==> config.mk <==
export PLATFORM = sky130hd
export DESIGN_NAME = debounced_pulse_counter
export DESIGN_NICKNAME = d
export VERILOG_FILES = /design/src/rtl/dpc_pkg.sv /design/src/rtl/dpc_channel.sv /design/src/rtl/dpc_alarm.sv /design/src/rtl/debounced_pulse_counter.sv
export SDC_FILE = /design/constraint.sdc
export NUM_CORES = 1
export LEC_CHECK = 0
export ABC_AREA = 1
export BUFFER_PORTS_ARGS = -buffer_cell sky130_fd_sc_hd__buf_2
export CAP_MARGIN = 20
export CORE_AREA = 2 2 233 235
export CTS_CLUSTER_SIZE = 20
export DETAILED_ROUTE_END_ITERATION = 8
export DIE_AREA = 0 0 235 237
export PLACE_DENSITY = 0.5
export REMOVE_ABC_BUFFERS = 1
export SLEW_MARGIN = 25
export SYNTH_ARGS = -nofsm -noshare
export SYNTH_HDL_FRONTEND = slang
export SYNTH_SLANG_ARGS = --single-unit
==> constraint.sdc <==
create_clock -name clk -period 2.2 [get_ports clk]
set_input_delay 0.11 -clock clk [delete_from_list [all_inputs] [get_ports clk]]
set_output_delay 0.11 -clock clk [all_outputs]
set_load 0.05 [all_outputs]
==> src/rtl/dpc_pkg.sv <==
// ----------------------------------------------------------------------------
// dpc_pkg
// Shared constants, codes and types of the debounced pulse counter.
// ----------------------------------------------------------------------------
package dpc_pkg;

	localparam int REG_W       = 8;
	localparam int CFG_IDX_W   = 2;
	localparam int MODE_W      = 2;
	localparam int PORT_W      = 3;
	localparam int PIN_W       = 4;
	localparam int OUT_CH      = 4;
	localparam int OUT_COUNT_W = 32;
	localparam int ALARM_W     = 2;
	localparam int NUM_PORTS   = 4;
	localparam int ALARM_FIRST = 2;
	localparam int HOLDOFF_CH  = 2;

	localparam logic [CFG_IDX_W-1:0] REG_DEBOUNCE_TICKS = 2'd0;
	localparam logic [CFG_IDX_W-1:0] REG_SWAP_MIDDLE    = 2'd1;
	localparam logic [CFG_IDX_W-1:0] REG_ALARM_HOLDOFF  = 2'd2;

	localparam logic [REG_W-1:0] DEBOUNCE_RESET = 8'd8;
	localparam logic [REG_W-1:0] HOLDOFF_RESET  = 8'd30;

	localparam logic [MODE_W-1:0] MODE_EDGE     = 2'd0;
	localparam logic [MODE_W-1:0] MODE_DEBOUNCE = 2'd1;
	localparam logic [MODE_W-1:0] MODE_HOLDOFF  = 2'd2;

	localparam logic [ALARM_W-1:0] ALARM_NONE = 2'd0;
	localparam logic [ALARM_W-1:0] ALARM_CH2  = 2'd1;
	localparam logic [ALARM_W-1:0] ALARM_CH3  = 2'd2;

	typedef struct packed {
		logic expired;
		logic counted;
	} chan_stat_t;

	function automatic logic [PORT_W-1:0] map_line(input logic [PORT_W-1:0] c,
		input logic swap);
		logic [PORT_W-1:0] r;
		r = c;
		if (swap && (c == 3'd1 || c == 3'd2)) begin
			r = c ^ 3'd3;
		end
		return r;
	endfunction

endpackage

==> src/rtl/dpc_channel.sv <==
// ----------------------------------------------------------------------------
// dpc_channel
// One channel: debounce countdown, arm flag and wrapping pulse count.
// ----------------------------------------------------------------------------
module dpc_channel #(
	parameter int COUNT_BITS = 32
) (
	input  logic                       clk,
	input  logic                       arst_n,
	input  logic                       step,
	input  logic [dpc_pkg::MODE_W-1:0] mode,
	input  logic                       edge_hit,
	input  logic                       level,
	input  logic [dpc_pkg::REG_W-1:0]  debounce_ticks,
	output logic [COUNT_BITS-1:0]      count,
	output dpc_pkg::chan_stat_t        stat
);
	import dpc_pkg::*;

	logic [REG_W-1:0]      debounce_q;
	logic [REG_W-1:0]      debounce_d;
	logic                  armed_q;
	logic                  armed_d;
	logic [COUNT_BITS-1:0] count_q;
	logic [COUNT_BITS-1:0] count_d;

	always_comb begin
		debounce_d   = debounce_q;
		armed_d      = armed_q;
		count_d      = count_q;
		stat.expired = 1'b0;
		stat.counted = 1'b0;
		unique case (mode)
			MODE_EDGE: begin
				if (edge_hit && debounce_q == '0) begin
					debounce_d = debounce_ticks;
				end
			end
			MODE_DEBOUNCE: begin
				if (debounce_q != '0) begin
					debounce_d = debounce_q - 1'b1;
					if (debounce_q == REG_W'(1)) begin
						stat.expired = 1'b1;
						if (!armed_q) begin
							if (!level) begin
								armed_d      = 1'b1;
								count_d      = count_q + 1'b1;
								stat.counted = 1'b1;
							end
						end else if (level) begin
							armed_d = 1'b0;
						end
					end
				end
			end
			default: begin
			end
		endcase
	end

	always_ff @(posedge clk or negedge arst_n) begin
		if (!arst_n) begin
			debounce_q <= '0;
			armed_q    <= 1'b1;
			count_q    <= '0;
		end else if (step) begin
			debounce_q <= debounce_d;
			armed_q    <= armed_d;
			count_q    <= count_d;
		end
	end

	assign count = count_q;

endmodule

==> src/rtl/dpc_alarm.sv <==
// ----------------------------------------------------------------------------
// dpc_alarm
// Alarm holdoff counters for channels 2 and 3 and the alarm code.
// ----------------------------------------------------------------------------
module dpc_alarm (
	input  logic                           clk,
	input  logic                           arst_n,
	input  logic                           step,
	input  logic [dpc_pkg::MODE_W-1:0]     mode,
	input  logic [dpc_pkg::HOLDOFF_CH-1:0] expired,
	input  logic [dpc_pkg::REG_W-1:0]      alarm_holdoff,
	output logic [dpc_pkg::ALARM_W-1:0]    alarm_event
);
	import dpc_pkg::*;

	logic [REG_W-1:0]      holdoff_q [HOLDOFF_CH];
	logic [REG_W-1:0]      holdoff_d [HOLDOFF_CH];
	logic [HOLDOFF_CH-1:0] raise;

	always_comb begin
		for (int h = 0; h < HOLDOFF_CH; h++) begin
			raise[h]     = 1'b0;
			holdoff_d[h] = holdoff_q[h];
			unique case (mode)
				MODE_DEBOUNCE: begin
					if (expired[h] && holdoff_q[h] == '0) begin
						raise[h]     = 1'b1;
						holdoff_d[h] = alarm_holdoff;
					end
				end
				MODE_HOLDOFF: begin
					if (holdoff_q[h] != '0) begin
						holdoff_d[h] = holdoff_q[h] - 1'b1;
					end
				end
				default: begin
				end
			endcase
		end
	end

	always_comb begin
		priority if (raise[1]) begin
			alarm_event = ALARM_CH3;
		end else if (raise[0]) begin
			alarm_event = ALARM_CH2;
		end else begin
			alarm_event = ALARM_NONE;
		end
	end

	always_ff @(posedge clk or negedge arst_n) begin
		if (!arst_n) begin
			for (int h = 0; h < HOLDOFF_CH; h++) begin
				holdoff_q[h] <= '0;
			end
		end else if (step) begin
			for (int h = 0; h < HOLDOFF_CH; h++) begin
				holdoff_q[h] <= holdoff_d[h];
			end
		end
	end

endmodule

==> src/rtl/debounced_pulse_counter.sv <==
// ----------------------------------------------------------------------------
// debounced_pulse_counter
// Four-channel pulse counter with per-channel debounce and alarm holdoff.
// ----------------------------------------------------------------------------
// Channel   Signals                                   Handshake
// input     mode, port, pin_levels                    in_valid / in_ready
// result    count_*, counted_mask, alarm_event        out_valid / out_ready
// config    cfg_index, cfg_data                       cfg_wr_en, no wait
//
// One transaction per cycle sustained while out_ready is held high; an accepted
// input is held in the input register, then one update step moves its result
// into the result register, where out_valid raises its handshake.
// All channels update in parallel in the update step.
// The input register takes a new transaction while a stalled result waits.
// Reset sets all control, channel, alarm and config registers at once; no clearing pass.
// ----------------------------------------------------------------------------
module debounced_pulse_counter #(
	parameter int CHANNELS   = 4,
	parameter int COUNT_BITS = 32
) (
	input  logic                            clk,
	input  logic                            arst_n,
	input  logic                            in_valid,
	output logic                            in_ready,
	input  logic [dpc_pkg::MODE_W-1:0]      mode,
	input  logic [dpc_pkg::PORT_W-1:0]      port,
	input  logic [dpc_pkg::PIN_W-1:0]       pin_levels,
	output logic                            out_valid,
	input  logic                            out_ready,
	output logic [dpc_pkg::OUT_COUNT_W-1:0] count_zero,
	output logic [dpc_pkg::OUT_COUNT_W-1:0] count_one,
	output logic [dpc_pkg::OUT_COUNT_W-1:0] count_two,
	output logic [dpc_pkg::OUT_COUNT_W-1:0] count_three,
	output logic [dpc_pkg::OUT_CH-1:0]      counted_mask,
	output logic [dpc_pkg::ALARM_W-1:0]     alarm_event,
	input  logic                            cfg_wr_en,
	input  logic [dpc_pkg::CFG_IDX_W-1:0]   cfg_index,
	input  logic [dpc_pkg::REG_W-1:0]       cfg_data
);
	import dpc_pkg::*;

	logic                  valid_s1;
	logic [MODE_W-1:0]     mode_s1;
	logic [PORT_W-1:0]     port_s1;
	logic [PIN_W-1:0]      pins_s1;
	logic                  advance;

	logic [REG_W-1:0]      debounce_ticks_q;
	logic                  swap_middle_q;
	logic [REG_W-1:0]      alarm_holdoff_q;

	logic                  out_valid_q;
	logic [OUT_CH-1:0]     counted_mask_q;
	logic [ALARM_W-1:0]    alarm_event_q;

	logic [COUNT_BITS-1:0] cnt [CHANNELS];
	chan_stat_t            stat [CHANNELS];
	logic [OUT_CH-1:0]     counted_vec;
	logic [HOLDOFF_CH-1:0] alarm_exp;
	logic [ALARM_W-1:0]    alarm_code;
	logic [OUT_COUNT_W-1:0] count_out [OUT_CH];
	logic                  port_valid;
	logic [PORT_W-1:0]     port_ch;

	assign advance  = valid_s1 && (!out_valid_q || out_ready);
	assign in_ready = !valid_s1 || advance;

	always_ff @(posedge clk or negedge arst_n) begin
		if (!arst_n) begin
			valid_s1 <= 1'b0;
		end else if (in_valid && in_ready) begin
			valid_s1 <= 1'b1;
		end else if (advance) begin
			valid_s1 <= 1'b0;
		end
	end

	always_ff @(posedge clk) begin
		if (in_valid && in_ready) begin
			mode_s1 <= mode;
			port_s1 <= port;
			pins_s1 <= pin_levels;
		end
	end

	always_ff @(posedge clk or negedge arst_n) begin
		if (!arst_n) begin
			debounce_ticks_q <= DEBOUNCE_RESET;
			swap_middle_q    <= 1'b0;
			alarm_holdoff_q  <= HOLDOFF_RESET;
		end else if (cfg_wr_en) begin
			unique case (cfg_index)
				REG_DEBOUNCE_TICKS: debounce_ticks_q <= cfg_data;
				REG_SWAP_MIDDLE:    swap_middle_q    <= cfg_data[0];
				REG_ALARM_HOLDOFF:  alarm_holdoff_q  <= cfg_data;
				default: begin
				end
			endcase
		end
	end

	assign port_valid = (port_s1 < PORT_W'(NUM_PORTS)) &&
		(4'(port_s1) < 4'(CHANNELS));
	assign port_ch    = map_line(port_s1, swap_middle_q);

	for (genvar c = 0; c < CHANNELS; c++) begin : g_ch
		logic [PORT_W-1:0] line;
		logic              level;

		assign line  = map_line(PORT_W'(c), swap_middle_q);
		assign level = (line < PORT_W'(NUM_PORTS)) ? pins_s1[line[1:0]] : 1'b0;

		dpc_channel #(
			.COUNT_BITS(COUNT_BITS)
		) u_channel (
			.clk           (clk),
			.arst_n        (arst_n),
			.step          (advance),
			.mode          (mode_s1),
			.edge_hit      (port_valid && port_ch == PORT_W'(c)),
			.level         (level),
			.debounce_ticks(debounce_ticks_q),
			.count         (cnt[c]),
			.stat          (stat[c])
		);
	end

	for (genvar i = 0; i < OUT_CH; i++) begin : g_out
		if (i < CHANNELS) begin : g_have
			assign counted_vec[i] = stat[i].counted;
			if (COUNT_BITS >= OUT_COUNT_W) begin : g_trunc
				assign count_out[i] = cnt[i][OUT_COUNT_W-1:0];
			end else begin : g_ext
				assign count_out[i] = {{(OUT_COUNT_W-COUNT_BITS){1'b0}}, cnt[i]};
			end
		end else begin : g_none
			assign counted_vec[i] = 1'b0;
			assign count_out[i]   = '0;
		end
	end

	for (genvar h = 0; h < HOLDOFF_CH; h++) begin : g_hold
		if (ALARM_FIRST + h < CHANNELS) begin : g_have
			assign alarm_exp[h] = stat[ALARM_FIRST+h].expired;
		end else begin : g_none
			assign alarm_exp[h] = 1'b0;
		end
	end

	dpc_alarm u_alarm (
		.clk          (clk),
		.arst_n       (arst_n),
		.step         (advance),
		.mode         (mode_s1),
		.expired      (alarm_exp),
		.alarm_holdoff(alarm_holdoff_q),
		.alarm_event  (alarm_code)
	);

	always_ff @(posedge clk or negedge arst_n) begin
		if (!arst_n) begin
			out_valid_q <= 1'b0;
		end else if (advance) begin
			out_valid_q <= 1'b1;
		end else if (out_ready) begin
			out_valid_q <= 1'b0;
		end
	end

	always_ff @(posedge clk) begin
		if (advance) begin
			counted_mask_q <= counted_vec;
			alarm_event_q  <= alarm_code;
		end
	end

	assign out_valid    = out_valid_q;
	assign counted_mask = counted_mask_q;
	assign alarm_event  = alarm_event_q;
	assign count_zero   = count_out[0];
	assign count_one    = count_out[1];
	assign count_two    = count_out[2];
	assign count_three  = count_out[3];

endmodule

==> insert_results.sql, run 1 <==
INSERT INTO impl_metrics (metric_group, metric, value, unit) VALUES
('critical_path', 'start_kind', 'register', ''),
('critical_path', 'worst_r2r_startpoint', 'mode_s1[1]', ''),
('finish', 'mostFrequentLayoutCell', 'sky130_fd_sc_hd__nand2_1', ''),
('sta', 'timing.hold.ws', '0.0511', 'ns'),
('yosys', 'syn_inst_count', '1864', ''),
('finish', 'most-common-layout-cells', '764 x sky130_fd_sc_hd__nand2_1, 263 x sky130_fd_sc_hd__nor2_1, 190 x sky130_fd_sc_hd__dfrtp_1, 158 x sky130_fd_sc_hd__buf_2, 150 x sky130_fd_sc_hd__inv_1', ''),
('routing', 'vias', '12500', ''),
('critical_path', 'endpoint_kind', 'register', ''),
('routing', 'via_density_per_instance', '4.47', ''),
('sta', 'period_share', '90.4', '%'),
('grt', 'grt_max_degree', '52', ''),
('place', 'placement.io_buffers', '159', ''),
('floorplan', 'placeableCoreArea', '53300', 'um2'),
('critical_path', 'required_worst_endpoint', '2.66', 'ns'),
('floorplan', 'io-pin-count', '160', ''),
('cts', 'ctsRootBufferMaster', 'sky130_fd_sc_hd__clkbuf_16', ''),
('sta', 'setup_viol_count_final', '0', ''),
('yosys', 'synth.avg_cell_area', '7.04', 'um2'),
('yosys', 'synth_seq_area_share', '41.5', '%'),
('sta', 'max_freq', '503', 'MHz'),
('sta', 'final-max-slew-violation-count', '0', ''),
('yosys', 'yosys_warnings', '0', ''),
('critical_path', 'worst-r2r-cell-count', '11', ''),
('critical_path', 'r2r_slack', '0.21', 'ns'),
('pwr', 'post_layout_power', '14.3', 'mW'),
('routing', 'post_drt_wl_per_cell', '14.1', 'um'),
('floorplan', 'die_h', '237', 'um'),
('sta', 'rsz0062_at_grt', 'false', ''),
('place', 'detailed_place_hpwl', '29.6', 'mm'),
('yosys', 'mapped_cell_area', '13100', 'um2'),
('floorplan', 'placement_rows', '85', ''),
('sta', 'final-hold-violation-count', '0', ''),
('flow_run', 'timing.max_cap.violations', '0', ''),
('finish', 'n_antenna_cell', '0', ''),
('critical_path', 'arr_time_crit_path', '2.45', 'ns'),
('cts', 'cts_tree', 'done', ''),
('grt', 'grt_antenna_before_repair', '0', ''),
('finish', 'final_core_utilization', '30.3', '%'),
('pwr', 'p_leak', '7.98', 'nW'),
('finish', 'final_net_count', '2123', ''),
('routing', 'ant_nets', '0', ''),
('finish', 'layout-area-overhead-vs-synth', '23.2', '%'),
('cts', 'cts.path.max_buffers', '3', ''),
('routing', 'totalWireLength', '39.6', 'mm'),
('place', 'gp_congestion', '0.912', ''),
('yosys', 'netlist-cell-type-count', '43', ''),
('sta', 'worst_slew_pin_slew', '0.514', 'ns'),
('sta', 'shortest_period_the_worst_path_allows', '1.99', 'ns'),
('sta', 'slew_headroom', '65.6', '%'),
('cts', 'worstSkewPairLatency', '0.58', 'ns'),
('finish', 'final-instance-count-excl-fill', '2798', ''),
('sta', 'finalClockSkew', '0.0211', 'ns'),
('pwr', 'cellPowerDensity', '886', 'nW/um2'),
('cts', 'clock_sink_count', '214', ''),
('cts', 'cts.reportedPaths.clkPinSlew', '0.06', 'ns'),
('grt', 'track_usage', '14.0', '%'),
('routing', 'drt_iter0_markers', '774', ''),
('floorplan', 'die_area', '55700', 'um2'),
('critical_path', 'reg_to_reg_endpoint', 'g_ch[0].u_channel.count[19]', ''),
('grt', 'grt_pass1_vias', '12000', ''),
('yosys', 'register_bit_count_reported_by_yosys', '214', ''),
('routing', 'drt_drc_violations_left', '0', ''),
('critical_path', 'timing.setup.critical_path_class', 'register to register', ''),
('cts', 'cts-buffers-inserted', '30', ''),
('worst_hold_path', 'hold_path_class', 'primary input to async pin', ''),
('floorplan', 'dieWidth', '235', 'um'),
('place', 'dp_cells', '2718', ''),
('routing', 'detailedRoute.firstPassIterationCount', '6', ''),
('grt', 'first_pass_grt_wire_length', '64.0', 'mm'),
('finish', 'layout-drive-gt1-share', '14.8', '%'),
('status', 'run_status', 'complete, no violations', ''),
('critical_path', 'cp_max_fo', '28', ''),
('floorplan', 'start_util', '24.6', '%'),
('pwr', 'power.ir.vdd_worst', '631', 'uV'),
('cts', 'htreeDepth', '1', ''),
('grt', 'globalRouteOverflowTotal', '0', '');
worst max-delay path by stage:
stage	startpoint	cells after the start	to
floorplan	mode_s1[1]	9	g_ch[1].u_channel.count[16]
global placement	mode_s1[1]	9	g_ch[3].u_channel.count[22]
detailed placement	g_ch[3].u_channel.debounce_q[0]	10	g_ch[3].u_channel.count[22]
CTS	g_ch[3].u_channel.debounce_q[0]	10	g_ch[3].u_channel.count[22]
global route	g_ch[1].u_channel.debounce_q[0]	11	g_ch[1].u_channel.count[25]
finish	mode_s1[1]	11	g_ch[0].u_channel.count[19]
layer usage:
layer	wire length [um]	vias up	GRT usage, %
li1	-	6270	-
met1	19000	5836	19.6
met2	17600	328	22.5
met3	2010	64	2.24
met4	911	0	3.51
met5	0	-	0
cell families (layout without fill, tap and decap cells):
logic type	Yosys count	in the layout	synth area share, %
AND/OR/NAND/NOR	1229	1229	39.6
flip-flops	214	214	41.5
buffers and inverters	187	425	5.94
AO/OA/AOI/OAI	136	136	5.72
XOR/XNOR	77	77	5.20
adder cells (fa/ha/maj)	21	21	2.00
sequential cells by signal, indices dropped and copies added (netlist names), 2 cells and up:
register / cells
pins_s1: 4
g_ch.u_channel.armed_q: 4
counted_mask: 4
u_alarm.holdoff_q: 16
g_ch.u_channel.count: 128
port_s1: 3
alarm_holdoff_q: 8
mode_s1: 2
alarm_event: 2
g_ch.u_channel.debounce_q: 32
debounce_ticks_q: 8
Yosys cell counts (all sizes together):
library cell  number  share of area [%]
xnor2             23                1.6
nand4             15               0.76
nor4               2              0.095
nor2             298                9.8
inv              160                4.6
a21boi            13               0.74
dfrtp            190                 36
and2b              1              0.057
xor2              54                3.6
a21oi             18               0.89
buf               17                1.1
nand3             96                4.3
nor3              13               0.53
o21ai            101                3.9
clkbuf             8               0.23
clkinv             2              0.067
and3               1              0.048
o21bai             2               0.11
nand2            768                 22
a31oi              2              0.095
nand3b            35                2.0
edfxtp            15                3.4
ha                21                2.0
dfstp              9                1.8
cell type report:
class	count	area [um2]
Tap cell	696	871
Multi-Input combinational cell	1463	6900
Timing Repair Buffer	207	1260
Clock buffer	43	860
Sequential cell	214	5440
Clock inverter	13	210
Fill cell	5761	37100
Inverter	162	609
power breakdown:
part           internal [mW]  total, mW  leakage [nW]  switching [mW]
combinational           1.27       3.83          4.68            2.57
clock                   3.30       5.25         0.527            1.95
sequential              4.62       5.24          2.76           0.623
metrics by stage:
step,TNS (ns),setup WS [ns],instance area [um2]
2_1_floorplan,-28.04,-0.637,12900
6_report,0,0.211,16200
5_1_grt,0,0.00892,16200
3_5_place_dp,0,0.161,14800
4_1_cts,0,0.153,16100
3_3_place_gp,0,0.140,14800
worst max-delay path: stages (launching register included):
cell and delay, ns:
sky130_fd_sc_hd__edfxtp_1 0.39, sky130_fd_sc_hd__inv_1 0.10, sky130_fd_sc_hd__ha_1 0.31, sky130_fd_sc_hd__buf_12 0.25, sky130_fd_sc_hd__nand3b_1 0.11, sky130_fd_sc_hd__nor2_2 0.12
sky130_fd_sc_hd__nand4_2 0.08, sky130_fd_sc_hd__buf_4 0.20, sky130_fd_sc_hd__inv_1 0.13, sky130_fd_sc_hd__nand2_1 0.07, sky130_fd_sc_hd__nand2_1 0.06, sky130_fd_sc_hd__nand2_1 0.05
what timing repair did:
item	CTS	global route
setup buffers	0	0
setup endpoints to repair	0	1
hold endpoints to repair	218	0
hold buffers	24	0
gates resized for setup	0	1
No activity file was read; power rests on OpenSTA's default activity.
==> run 2, diff against run 1 <==
--- a/config.mk
+++ b/config.mk
@@ -12,7 +12,7 @@
 export CTS_CLUSTER_SIZE = 20
 export DETAILED_ROUTE_END_ITERATION = 8
 export DIE_AREA = 0 0 235 237
-export PLACE_DENSITY = 0.5
+export PLACE_DENSITY = 0.52
 export REMOVE_ABC_BUFFERS = 1
 export SLEW_MARGIN = 25
 export SYNTH_ARGS = -nofsm -noshare
==> constraint.sdc (replaced) <==
create_clock -name clk -period 1.7 [get_ports clk]
set_input_delay 0.085 -clock clk [delete_from_list [all_inputs] [get_ports clk]]
set_output_delay 0.085 -clock clk [all_outputs]
set_load 0.05 [all_outputs]
==> insert_results.sql, run 2 (synthesized netlist as in run 1, its figures left out) <==
INSERT INTO impl_metrics (metric_group, metric, value, unit) VALUES
('critical_path', 'timing.setup.critical_path_class', 'register to register', ''),
('finish', 'final_net_count', '2283', ''),
('critical_path', 'critical_path.max_stage_delay', '0.37', 'ns'),
('cts', 'cts_tree', 'done', ''),
('critical_path', 'endpoint_kind', 'register', ''),
('floorplan', 'io-pin-count', '160', ''),
('critical_path', 'critPathSlowestCell', 'sky130_fd_sc_hd__dfrtp_1', ''),
('sta', 'timing.hold.ws', '0.0542', 'ns'),
('finish', 'final-instance-count-excl-fill', '2956', ''),
('floorplan', 'dieWidth', '235', 'um'),
('grt', 'first_pass_grt_wire_length', '67.6', 'mm'),
('floorplan', 'start_util', '24.6', '%'),
('sta', 'max_freq', '580', 'MHz'),
('sta', 'setup_viol_count_final', '6', ''),
('status', 'run_status', 'finished, violations left', ''),
('floorplan', 'die_h', '237', 'um'),
('floorplan', 'placement_rows', '85', ''),
('worst_hold_path', 'hold_path_class', 'primary input to async pin', ''),
('finish', 'seqCellArea', '5450', 'um2'),
('finish', 'most-common-layout-cells', '743 x sky130_fd_sc_hd__nand2_1, 234 x sky130_fd_sc_hd__nor2_1, 185 x sky130_fd_sc_hd__dfrtp_1, 158 x sky130_fd_sc_hd__buf_4, 157 x sky130_fd_sc_hd__buf_2', ''),
('cts', 'cts.reportedPaths.clkPinSlew', '0.06', 'ns'),
('grt', 'grt_antenna_before_repair', '0', ''),
('status', 'failed_checks', 'negative setup slack', ''),
('sta', 'rsz0062_at_grt', 'true', ''),
('floorplan', 'placeableCoreArea', '53300', 'um2'),
('cts', 'clock_sink_count', '214', ''),
('flow_run', 'timing.max_cap.violations', '0', ''),
('cts', 'cts.path.max_buffers', '3', ''),
('pwr', 'cellPowerDensity', '1100', 'nW/um2'),
('critical_path', 'required_worst_endpoint', '2.19', 'ns'),
('sta', 'slew_headroom', '62.9', '%'),
('routing', 'via_density_per_instance', '4.49', ''),
('grt', 'globalRouteOverflowTotal', '0', ''),
('finish', 'layout-area-overhead-vs-synth', '36.3', '%'),
('routing', 'totalWireLength', '43.0', 'mm'),
('pwr', 'power.ir.vdd_worst', '728', 'uV'),
('sta', 'period_share', '101', '%'),
('sta', 'shortest_period_the_worst_path_allows', '1.72', 'ns'),
('sta', 'final.setup.worst_slack', '-0.0240', 'ns'),
('routing', 'detailedRoute.firstPassIterationCount', '5', ''),
('cts', 'htreeDepth', '1', ''),
('sta', 'final-hold-violation-count', '0', ''),
('routing', 'ant_nets', '0', ''),
('routing', 'drt_drc_violations_left', '0', ''),
('finish', 'multi_input_gate_area', '7350', 'um2'),
('grt', 'track_usage', '14.8', '%'),
('finish', 'layout-drive-gt1-share', '24.7', '%'),
('routing', 'post_drt_wl_per_cell', '14.5', 'um'),
('floorplan', 'die_area', '55700', 'um2'),
('pwr', 'post_layout_power', '19.7', 'mW'),
('sta', 'finalClockSkew', '0.0112', 'ns'),
('place', 'gp_congestion', '0.910', ''),
('critical_path', 'cp_max_fo', '6', ''),
('grt', 'grt_max_degree', '49', ''),
('cts', 'cts-buffers-inserted', '28', ''),
('critical_path', 'worst-path-buf-inv', '4', ''),
('routing', 'drt_iter0_markers', '759', ''),
('critical_path', 'start_kind', 'register', ''),
('cts', 'ctsRootBufferMaster', 'sky130_fd_sc_hd__clkbuf_16', ''),
('sta', 'worst_slew_pin_slew', '0.555', 'ns'),
('place', 'detailed_place_hpwl', '31.7', 'mm'),
('grt', 'grt_pass1_vias', '12800', ''),
('routing', 'vias', '13300', ''),
('pwr', 'p_leak', '8.80', 'nW'),
('finish', 'mostFrequentLayoutCell', 'sky130_fd_sc_hd__nand2_1', ''),
('place', 'placement.io_buffers', '159', ''),
('cts', 'worstSkewPairLatency', '0.56', 'ns'),
('critical_path', 'crit_chain', 'buf_4 > ha_4 > inv_2 > nor2_1 > nand2_1 > nor2_4 > nand3_4 > buf_12 > nor2_8 > buf_4 > xor2_1', ''),
('sta', 'final-max-slew-violation-count', '0', ''),
('critical_path', 'arr_time_crit_path', '2.21', 'ns'),
('finish', 'largest_reg_flops', '128', ''),
('critical_path', 'top_cell_family_by_delay_on_the_critical_path', 'simple AND/OR/NAND/NOR gates', ''),
('sta', 'setup-tns-final', '-0.102', 'ns'),
('place', 'dp_cells', '2850', ''),
('critical_path', 'critical_path.most_common_cell', 'sky130_fd_sc_hd__buf_4', ''),
('finish', 'fillCellCount', '5694', '');
==> run 2: final cells by class <==
class	instances	share of cell area [%]
repair buffers	365	14.7
diodes	1	0.0140
inverters	162	3.61
repair inverters	2	0.0700
flip-flops and latches	214	30.5
multi-input cells	1465	41.1
well taps	696	4.87
clock inverters	13	0.749
clock buffers	38	4.42
==> run 2: stage by stage <==
stage	util [%]	setup slack (ns)	area, um2
2_1_floorplan	-	-1.14	12900
3_3_place_gp	29.9	-0.155	15900
3_5_place_dp	29.9	-0.200	15900
4_1_cts	32.5	-0.0593	17300
5_1_grt	33.5	-0.126	17900
6_report	33.5	-0.0240	17900
==> run 2: final timing paths <==
path	cells after the start	to	from	slack [ns]
min in group clk	2	port_s1[0]	port[0]	0.26
worst max-delay path	11	g_ch[1].u_channel.count[14]	g_ch[1].u_channel.debounce_q[0]	-0.02
worst max register to register	11	g_ch[1].u_channel.count[14]	g_ch[1].u_channel.debounce_q[0]	-0.02
max in group asynchronous	3	alarm_holdoff_q[1]	arst_n	0.93
worst min register to register	1	g_ch[3].u_channel.armed_q	pins_s1[3]	0.45
worst min-delay path	2	g_ch[0].u_channel.count[23]	arst_n	0.05
==> run 2: per-layer routing <==
layer / vias up / share of wire (%) / GRT usage (%)
met4: 0 / 2.1 / 4.03
met5: - / 0 / 0
met1: 6260 / 46 / 20.1
li1: 6599 / - / -
met3: 73 / 5.5 / 2.40
met2: 347 / 46 / 24.4
==> run 2: what timing repair did <==
| action | 4_1_cts | 5_1_grt |
|---|---|---|
| pin swaps | 8 | 38 |
| hold buffers | 24 | 0 |
| buffers inserted | 9 | 16 |
| resized for setup | 44 | 117 |
| hold endpoints to repair | 222 | 0 |
| endpoints found under the setup margin | 136 | 172 |
| cloned | 0 | 5 |
==> run 2: power breakdown <==
| group | leakage (nW) | switching (mW) | internal (mW) |
|---|---|---|---|
| logic | 5.59 | 4.18 | 2.88 |
| clock network | 0.456 | 2.38 | 3.67 |
| registers | 2.76 | 0.656 | 5.97 |
==> run 3, diff against run 2 <==
==> constraint.sdc (replaced) <==
create_clock -name clk -period 1.7 [get_ports clk]
set_input_delay 0.085 -clock clk [delete_from_list [all_inputs] [get_ports clk]]
set_output_delay 0.085 -clock clk [all_outputs]
set_load 0.01 [all_outputs]
==> insert_results.sql, run 3 (synthesized netlist as in run 1, its figures left out) <==
INSERT INTO impl_metrics (metric_group, metric, value, unit) VALUES
('cts', 'cts.path.max_buffers', '3', ''),
('routing', 'totalWireLength', '42.8', 'mm'),
('critical_path', 'required_worst_endpoint', '2.13', 'ns'),
('critical_path', 'start_kind', 'register', ''),
('finish', 'final_net_count', '2286', ''),
('critical_path', 'timing.setup.critical_path_class', 'register to register', ''),
('pwr', 'cellPowerDensity', '1050', 'nW/um2'),
('routing', 'post_drt_wl_per_cell', '14.5', 'um'),
('floorplan', 'dieWidth', '235', 'um'),
('finish', 'final_design_area_no_fill', '17900', 'um2'),
('critical_path', 'worst-r2r-cell-count', '9', ''),
('critical_path', 'arr_time_crit_path', '2.16', 'ns'),
('routing', 'vias', '13300', ''),
('status', 'run_status', 'finished, violations left', ''),
('sta', 'period_share', '102', '%'),
('cts', 'cts-buffers-inserted', '27', ''),
('sta', 'setup-tns-final', '-0.0600', 'ns'),
('finish', 'mostFrequentLayoutCell', 'sky130_fd_sc_hd__nand2_1', ''),
('sta', 'rsz0062_at_grt', 'true', ''),
('finish', 'layout-drive-gt1-share', '24.8', '%'),
('grt', 'globalRouteOverflowTotal', '0', ''),
('place', 'placement.io_buffers', '159', ''),
('sta', 'worst_slew_pin_slew', '0.552', 'ns'),
('floorplan', 'io-pin-count', '160', ''),
('sta', 'finalClockSkew', '0.00949', 'ns'),
('finish', 'final_core_utilization', '33.6', '%'),
('critical_path', 'endpoint_kind', 'register', ''),
('place', 'detailed_place_hpwl', '31.5', 'mm'),
('sta', 'final-max-slew-violation-count', '0', ''),
('place', 'gp_congestion', '0.911', ''),
('cts', 'cts.reportedPaths.clkPinSlew', '0.06', 'ns'),
('routing', 'ant_nets', '0', ''),
('grt', 'track_usage', '14.7', '%'),
('floorplan', 'start_util', '24.6', '%'),
('grt', 'grt_max_degree', '49', ''),
('flow_run', 'timing.max_cap.violations', '0', ''),
('floorplan', 'die_h', '237', 'um'),
('sta', 'setup_viol_count_final', '6', ''),
('cts', 'htreeDepth', '1', ''),
('pwr', 'post_layout_power', '18.8', 'mW'),
('critical_path', 'worst_r2r_startpoint', 'mode_s1[1]', ''),
('finish', 'most-common-layout-cells', '742 x sky130_fd_sc_hd__nand2_1, 235 x sky130_fd_sc_hd__nor2_1, 189 x sky130_fd_sc_hd__dfrtp_1, 158 x sky130_fd_sc_hd__buf_2, 154 x sky130_fd_sc_hd__buf_4', ''),
('sta', 'max_freq', '576', 'MHz'),
('status', 'failed_checks', 'negative setup slack', ''),
('routing', 'drt_iter0_markers', '867', ''),
('cts', 'ctsRootBufferMaster', 'sky130_fd_sc_hd__clkbuf_16', ''),
('cts', 'clock_sink_count', '214', ''),
('sta', 'slew_headroom', '63.1', '%'),
('cts', 'worstSkewPairLatency', '0.55', 'ns'),
('floorplan', 'placement_rows', '85', ''),
('routing', 'detailedRoute.firstPassIterationCount', '5', ''),
('worst_hold_path', 'hold_path_class', 'primary input to async pin', ''),
('critical_path', 'timing.critical_path.from', 'mode_s1[1]', ''),
('sta', 'final-hold-violation-count', '0', ''),
('place', 'placed_area', '15900', 'um2'),
('routing', 'via_density_per_instance', '4.48', ''),
('pwr', 'power.ir.vdd_worst', '641', 'uV'),
('grt', 'grt_antenna_before_repair', '0', ''),
('routing', 'drt_drc_violations_left', '0', ''),
('grt', 'first_pass_grt_wire_length', '67.4', 'mm'),
('grt', 'grt_pass1_vias', '12700', ''),
('critical_path', 'cp_max_fo', '6', ''),
('floorplan', 'placeableCoreArea', '53300', 'um2'),
('cts', 'cts_tree', 'done', ''),
('pwr', 'p_leak', '8.82', 'nW'),
('finish', 'largest_reg_flops', '128', ''),
('sta', 'shortest_period_the_worst_path_allows', '1.74', 'ns'),
('floorplan', 'die_area', '55700', 'um2'),
('sta', 'final.setup.worst_slack', '-0.0355', 'ns'),
('finish', 'layout-area-overhead-vs-synth', '36.6', '%');
[run 3: cell types whose count changed in the layout (fill, tap and decap cells not counted), sizes merged]
cell,delta
buf,+5
clkbuf,-3
clkinv,+2
bufinv,-1
inv,-1
[run 3: routing by layer]
layer | track usage [%] | up-vias | share of wire [%]
li1 | - | 6607 | -
met1 | 20.3 | 6321 | 47
met2 | 24.4 | 281 | 46
met3 | 2.18 | 56 | 4.7
met4 | 3.24 | 0 | 1.8
met5 | 0 | - | 0
[run 3: cell type report]
cell class | count | area, um2
Fill cell | 5706 | 35400
Multi-Input combinational cell | 1465 | 7380
Sequential cell | 214 | 5440
Timing Repair Buffer | 370 | 2720
Tap cell | 696 | 871
Clock buffer | 35 | 726
Inverter | 162 | 649
Clock inverter | 14 | 116
Timing Repair inverter | 1 | 6.26
Antenna cell | 1 | 2.50
[run 3: worst paths after layout]
path,endpoint,slack [ns]
worst max-delay path,g_ch[0].u_channel.count[0],-0.04
worst min-delay path,g_ch[0].u_channel.count[23],0.07
worst max register to register,g_ch[0].u_channel.count[0],-0.04
worst min register to register,g_ch[0].u_channel.armed_q,0.45
max in group asynchronous,alarm_holdoff_q[1],0.92
min in group clk,port_s1[0],0.27
[run 3: worst max-delay path, stage by stage (launching register included)]
cell                       delay, ns
sky130_fd_sc_hd__edfxtp_1       0.40
sky130_fd_sc_hd__inv_2          0.10
sky130_fd_sc_hd__ha_4           0.18
sky130_fd_sc_hd__buf_6          0.11
sky130_fd_sc_hd__nand3b_1       0.11
sky130_fd_sc_hd__nor2_4         0.14
sky130_fd_sc_hd__nand4_4        0.14
sky130_fd_sc_hd__buf_12         0.19
sky130_fd_sc_hd__buf_6          0.11
sky130_fd_sc_hd__xor2_1         0.13
[run 3: repair_timing]
item | CTS | global route
cloned | 0 | 4
resized for setup | 42 | 134
endpoints found under the setup margin | 141 | 174
setup buffers | 5 | 26
pin swaps | 10 | 33
hold endpoints to repair | 222 | 0
hold buffers | 24 | 0
[run 3: power by group]
group	switching (mW)	internal, mW
logic	3.75	2.84
clock network	2.34	3.29
registers	0.660	5.97
[run 3: metrics by stage]
step,hold WS [ns],setup WS [ns],std cells
after global placement,0.0979,-0.155,2849
after floorplan,-0.211,-1.14,1839
after detailed placement,0.0972,-0.198,2849
after CTS,0.0751,-0.0420,2927
after global routing,0.0927,-0.171,2957
final,0.0715,-0.0355,2958
